===== src/rtl/core/fea_pkg.sv =====
// Shared types and constants for the free extent allocator.
// No dependencies.
package fea_pkg;
	localparam int MaxExtents = 16;
	localparam int IdxW = $clog2(MaxExtents);
	localparam int CntW = $clog2(MaxExtents + 1);

	localparam logic [2:0] KindAllocAny  = 3'd0;
	localparam logic [2:0] KindAllocAt   = 3'd1;
	localparam logic [2:0] KindFree      = 3'd2;
	localparam logic [2:0] KindProbeBack = 3'd3;
	localparam logic [2:0] KindProbeFwd  = 3'd4;
	localparam logic [2:0] KindReinit    = 3'd5;

	localparam logic [1:0] StOk      = 2'd0;
	localparam logic [1:0] StNoFit   = 2'd1;
	localparam logic [1:0] StFull    = 2'd2;
	localparam logic [1:0] StNotFree = 2'd3;

	localparam logic CfgQuantum = 1'b0;
	localparam logic CfgRegion  = 1'b1;

	typedef struct packed {
		logic [31:0] start;
		logic [31:0] size;
	} extent_t;

	// Row operation applied by every cell in the same cycle.
	typedef enum logic [2:0] {
		OpHold  = 3'd0,
		OpWrite = 3'd1, // cell at sel takes wr value
		OpDrop  = 3'd2, // cells at sel and above take right neighbor
		OpIns   = 3'd3, // cells above sel take left neighbor, sel takes wr
		OpInit  = 3'd4  // cell 0 takes wr
	} row_op_t;

	typedef struct packed {
		row_op_t       op;
		logic [IdxW-1:0] sel;
		extent_t       wr;
	} row_ctl_t;
endpackage


===== src/rtl/core/fea_cell.sv =====
// One extent cell of the sorted row; shifts to either neighbor.
// Depends on fea_pkg.
module fea_cell (
	input  logic                 clk,
	input  logic [fea_pkg::IdxW-1:0] idx,
	input  fea_pkg::row_ctl_t    ctl,
	input  fea_pkg::extent_t     left,
	input  fea_pkg::extent_t     right,
	output fea_pkg::extent_t     cur
);
	fea_pkg::extent_t ext_q;
	assign cur = ext_q;

	always_ff @(posedge clk) begin
		case (ctl.op)
			fea_pkg::OpWrite: if (idx == ctl.sel) ext_q <= ctl.wr;
			fea_pkg::OpDrop:  if (idx >= ctl.sel) ext_q <= right;
			fea_pkg::OpIns: begin
				if (idx == ctl.sel) ext_q <= ctl.wr;
				else if (idx > ctl.sel) ext_q <= left;
			end
			fea_pkg::OpInit:  if (idx == '0) ext_q <= ctl.wr;
			default: ;
		endcase
	end
endmodule


===== config.mk =====
export PLATFORM = sky130hd
export DESIGN_NAME = fea_cell
export DESIGN_NICKNAME = d
export VERILOG_FILES = /design/src/rtl/core/fea_pkg.sv /design/src/rtl/core/fea_cell.sv
export SDC_FILE = /design/constraint.sdc
export NUM_CORES = 1
export LEC_CHECK = 0
export BUFFER_PORTS_ARGS = -buffer_cell sky130_fd_sc_hd__buf_2
export CAP_MARGIN = 10
export CORE_MARGIN = 5
export CORE_UTILIZATION = 40
export DETAILED_ROUTE_END_ITERATION = 8
export PLACE_DENSITY_LB_ADDON = 0.12
export SETUP_SLACK_MARGIN = 0.1
export SLEW_MARGIN = 20
export SYNTH_ARGS = -nofsm -noshare
export SYNTH_HDL_FRONTEND = slang
export SYNTH_SLANG_ARGS = --single-unit

===== constraint.sdc =====
create_clock -name clk -period 9.1 [get_ports clk]
set_input_delay 1.365 -clock clk [delete_from_list [all_inputs] [get_ports clk]]
set_output_delay 1.365 -clock clk [all_outputs]
set_load 0.01 [all_outputs]

## Word-level counts from Yosys, hierarchy flattened

Index checks and enable logic that the tools add are counted.

| operators by class | value |
|---|---|
| shifts and indexed selects | 0 |
| div/mod/pow operators | 0 |
| multiply operators | 0 |
| equal/unequal tests | 9 |
| add/sub/neg operators | 0 |
| bitwise logic cells | 0 |
| reductions and logical operators | 3 |
| order comparisons | 2 |
| multiplexer cells | 6 |

Operators with widths:

| kind | number |
|---|---|
| two-way mux 64 bit | 5 |
| one-hot mux 64 bit (4 select lines) | 1 |
| == test 3 x 2 -> 1 bit, second input constant | 2 |
| inequality test 2 bit, second input constant | 3 |
| AND reduction 5 bit | 1 |
| == test 4 bit | 1 |
| >= comparator 4 bit | 1 |
| > comparator 4 bit | 1 |
| zero test 4 bit | 1 |
| nonzero test 4 bit | 1 |
| == test 3 x 1 -> 1 bit, second input constant | 1 |
| == test 3 bit, second input constant | 1 |
| inequality test 3 bit, second input constant | 1 |

| word-level totals | value |
|---|---|
| memories kept | 0 |
| output and inout bits | 64 |
| logic and storage cells | 22 |
| latch bits | 0 |
| register bits after elaboration | 64 |
| ROM bits | 0 |
| input bits | 204 |
| memory bits (writable) | 0 |

## Depth between registers and ports, before layout

| depth | value |
|---|---|
| depth after elaboration | 4 |
| depth in mapped cells | 7 |
| mapped depth without buffers | 6 |

## Worst setup path before layout

No wires, ideal clock.

| timing | value |
|---|---|
| path kind | input to register |
| start point | in ctl[66] (netlist name) |
| end point | reg ext_q, in the netlist cur[0], enable pin |
| setup slack | 1.790 ns |
| data arrival time | 6.728 ns |
| path buffers | 0 |
| cell stages on the path | 5 |
| required time | 8.518 ns |
| setup time | 0.582 ns |
| path through | inv_1 > ha_1 > and4_1 > a21oi_1 > o31ai_1 |

| on the way | value |
|---|---|
| word-level cells in the longest chain between the ends | 3 |
| elaborated cells on any way between the ends | 7 |
| those cells by class | 2 x order compare; 4 x eq/ne; 1 x reduce/logical |

RTL lines:

| item | RTL line | source |
|---|---|---|
| start: declaration | fea_cell.sv:6 | `input fea_pkg::row_ctl_t ctl,` |
| > comparator 4 bit, or another cell as far along | fea_cell.sv:20 | `else if (idx > ctl.sel) ext_q <= left;` |
| inequality test 3 bit (no line) / inequality test 2 bit (equally long branches) | n/a |  |
| AND reduction 5 bit (no line) (*) | n/a |  |
| end signal: assignment | fea_cell.sv:19 | `if (idx == ctl.sel) ext_q <= ctl.wr;` |
| end signal: assignment | fea_cell.sv:20 |  |
| end signal: assignment | fea_cell.sv:22 | `fea_pkg::OpInit: if (idx == '0) ext_q <= ctl.wr;` |
| end: declaration | fea_cell.sv:11 | `fea_pkg::extent_t ext_q;` |

Every way passes the cells marked *; elsewhere a longest branch is shown, timed or not.
A chain may end at the register's enable or synchronous reset.

## Final worst setup path

| timing | value |
|---|---|
| start point | in idx[1] (netlist name) |
| end point | reg ext_q, in the netlist cur[57], data pin |

| on the way | value |
|---|---|
| word-level cells in the longest chain between the ends | 3 |

RTL lines:

| item | RTL line | source |
|---|---|---|
| start: declaration | fea_cell.sv:5 | `input logic [fea_pkg::IdxW-1:0] idx,` |
| == test 4 bit | fea_cell.sv:19 |  |
| two-way mux 64 bit | fea_cell.sv:19 |  |
| one-hot mux 64 bit (4 select lines) | fea_cell.sv:15 | `case (ctl.op)` |
| end signal: assignment | fea_cell.sv:16 | `fea_pkg::OpWrite: if (idx == ctl.sel) ext_q <= ctl.wr;` |
| end signal: assignment | fea_cell.sv:19 |  |
| end signal: assignment | fea_cell.sv:20 |  |

Every way passes these cells.

==> results.ini <==
[synth]
yosysTopAreaCellShare_pct = 55.4
synthCells = 315
yosysSeqAreaShare_pct = 55.4
yosys.area.top_type = edfxtp_1
synthesis.area_um2 = 3470
synth_fp_nets = 523
yosys_warnings = 0
synth.most_common_cell = o22ai_1
syn_area_per_cell_um2 = 11.0
ys.flop_type = edfxtp_1
ys_ff_latch = 64
synth_edf_count = 64
synthTopCellsByCount = o22ai_1, a21oi_1, edfxtp_1, buf_6, buf_2
async_reset_ff_share_pct = 0
ys_types = 23
synthTopCellsByArea = edfxtp_1, o22ai_1, a21oi_1

[global_routing]
grt_first_pass_wirelength_um = 18000
grt_usage_pct = 22.1
grt_max_degree = 70
grt_antenna_before_repair = 0
grt_remaining_overflow = 0
first_global_vias = 3717

[detailed_routing]
drc = 0
dr.pass1.iters = 5
drt_iter0_drc = 145
wl_per_cell_um = 18.7
vias_per_cell = 5.74
vias = 3883
ant_nets = 0
finalWirelength_um = 12600

[critical_path]
worstPathArrival_ns = 3.57
critPathLaunchType = input pin
crit_fanout = 65
cp-end-kind = flop
path_class = input pin to flop
crit_required_ns = 9.14

[clock_tree]
cts_buffer_depth = 2
cts_sinks = 64
post_cts_buffers = 0
cts_buffers = 9
cts-root-buf = clkbuf_8
tritoncts = done
cts-resized-gates = 0
clk_pin_slew_ns = 0.06
htreeDepth = 3
cts_hold_buf = 0

[timing]
tns_ns = 0
max_freq_mhz = 283
slew_headroom_pct = 44.5
rsz0062_at_grt = no
hold_ws_ns = 1.36
slew_viol_final = 0
layout_min_cycle_time_ns = 3.53
final_hold_viol_count = 0
worst_pin_slew_ns = 0.833
min_period_over_period_pct = 38.8
finalSetupViolations = 0

[floorplan]
die_h_um = 103
rows = 34
die_width_um = 103
ios = 268
core_um2 = 8590
initial_core_util_pct = 40.4
dieArea_um2 = 10600

[placement]
dp_hpwl_um = 8910
routabilityCongestion = 0.805
numPortBuffers = 267

[cells_and_area]
multi_input_area_um2 = 1290
largest_register_ffs = 64
areaGrowthSynthToFinish_pct = 42.7
n_fill_cell = 799
nets = 772
regArea_um2 = 1920
n_antenna_cell = 0
drive_above_1_share_pct = 50.8

[pwr]
cellPowerDensity_nw_per_um2 = 162
total_leakage_power_nw = 2.15
ir_drop_v = 0.0000855

[worst_hold_path]
hold_path_class = input pin to flop

[job]
cap_violations = 0

[status]
outcome = finished clean

## cells by family after synthesis
| kind of cell | Yosys count | synth area share (%) |
|---|---|---|
| compound gates | 196 | 32.9 |
| flops | 64 | 55.4 |
| buf+inv | 38 | 7.93 |
| simple gates | 13 | 2.38 |
| fa+ha+maj | 4 | 1.44 |
## placed cells by master (no fill, tap or decap), drive strengths merged
cell type  synthesis  layout
nand2              2       2
edfxtp            64      64
nand2b             2       2
bufinv             0       2
nor4               1       1
clkinv             0       3
nand3b             1       1
inv                4       4
o21ai              2       2
buf               27     272
a21oi             67      67
nand3              1       1
nor2b              1       1
o31ai              1       1
clkbuf             7      11
nor3               1       1
ha                 4       4
nand4              1       1
nor2               2       2
and4               1       1
o22ai            126     126
## metal layers
| layer | global-route usage [%] | part of all wire [%] | vias to the layer above |
|---|---|---|---|
| met5 | 0 | 0 | - |
| met4 | 9.56 | 2.6 | 0 |
| met3 | 4.80 | 9.2 | 27 |
| met2 | 39.6 | 52 | 198 |
| met1 | 25.2 | 36 | 1829 |
| li1 | - | - | 1829 |
## worst paths after layout
check | from | cells past startpoint | slack [ns] | to
worst max-delay path | idx[1] | 7 | 5.57 | cur[57]
worst min-delay path | ctl[30] | 3 | 1.36 | cur[30]
## metrics by stage
stage / utilization, % / setup WS (ns) / power [mW] / cell area (um^2) / std cells
floorplan: - / 1.79 / 0.458 / 3470 / 315
global placement: 55.1 / 4.88 / 0.534 / 4740 / 661
detailed placement: 55.2 / 5.27 / 0.539 / 4740 / 661
CTS: 57.6 / 5.64 / 0.805 / 4950 / 677
global route: 57.6 / 5.44 / 0.836 / 4950 / 677
finish: 57.6 / 5.57 / 0.800 / 4950 / 677
## area by class of cell
cell class	count	area share, %
inverter	4	0.303
multi-input combinational	213	26.1
clock inverter	5	1.64
timing repair buffer	272	27.7
clock buffer	11	2.65
tap	108	2.73
sequential	64	38.8
## critical path: stages
cell and delay, ns:
buf_2 0.12, ha_1 0.33, nand4_1 0.09, buf_4 0.54, nand2_4 0.56, o22ai_1 0.29
a21oi_1 0.12
## power breakdown
part / switching (mW) / internal [mW]
clock: 0.114 / 0.155
combinational: 0.0933 / 0.0769
sequential: 0.00568 / 0.356
Power figures use the tool's default switching activity.
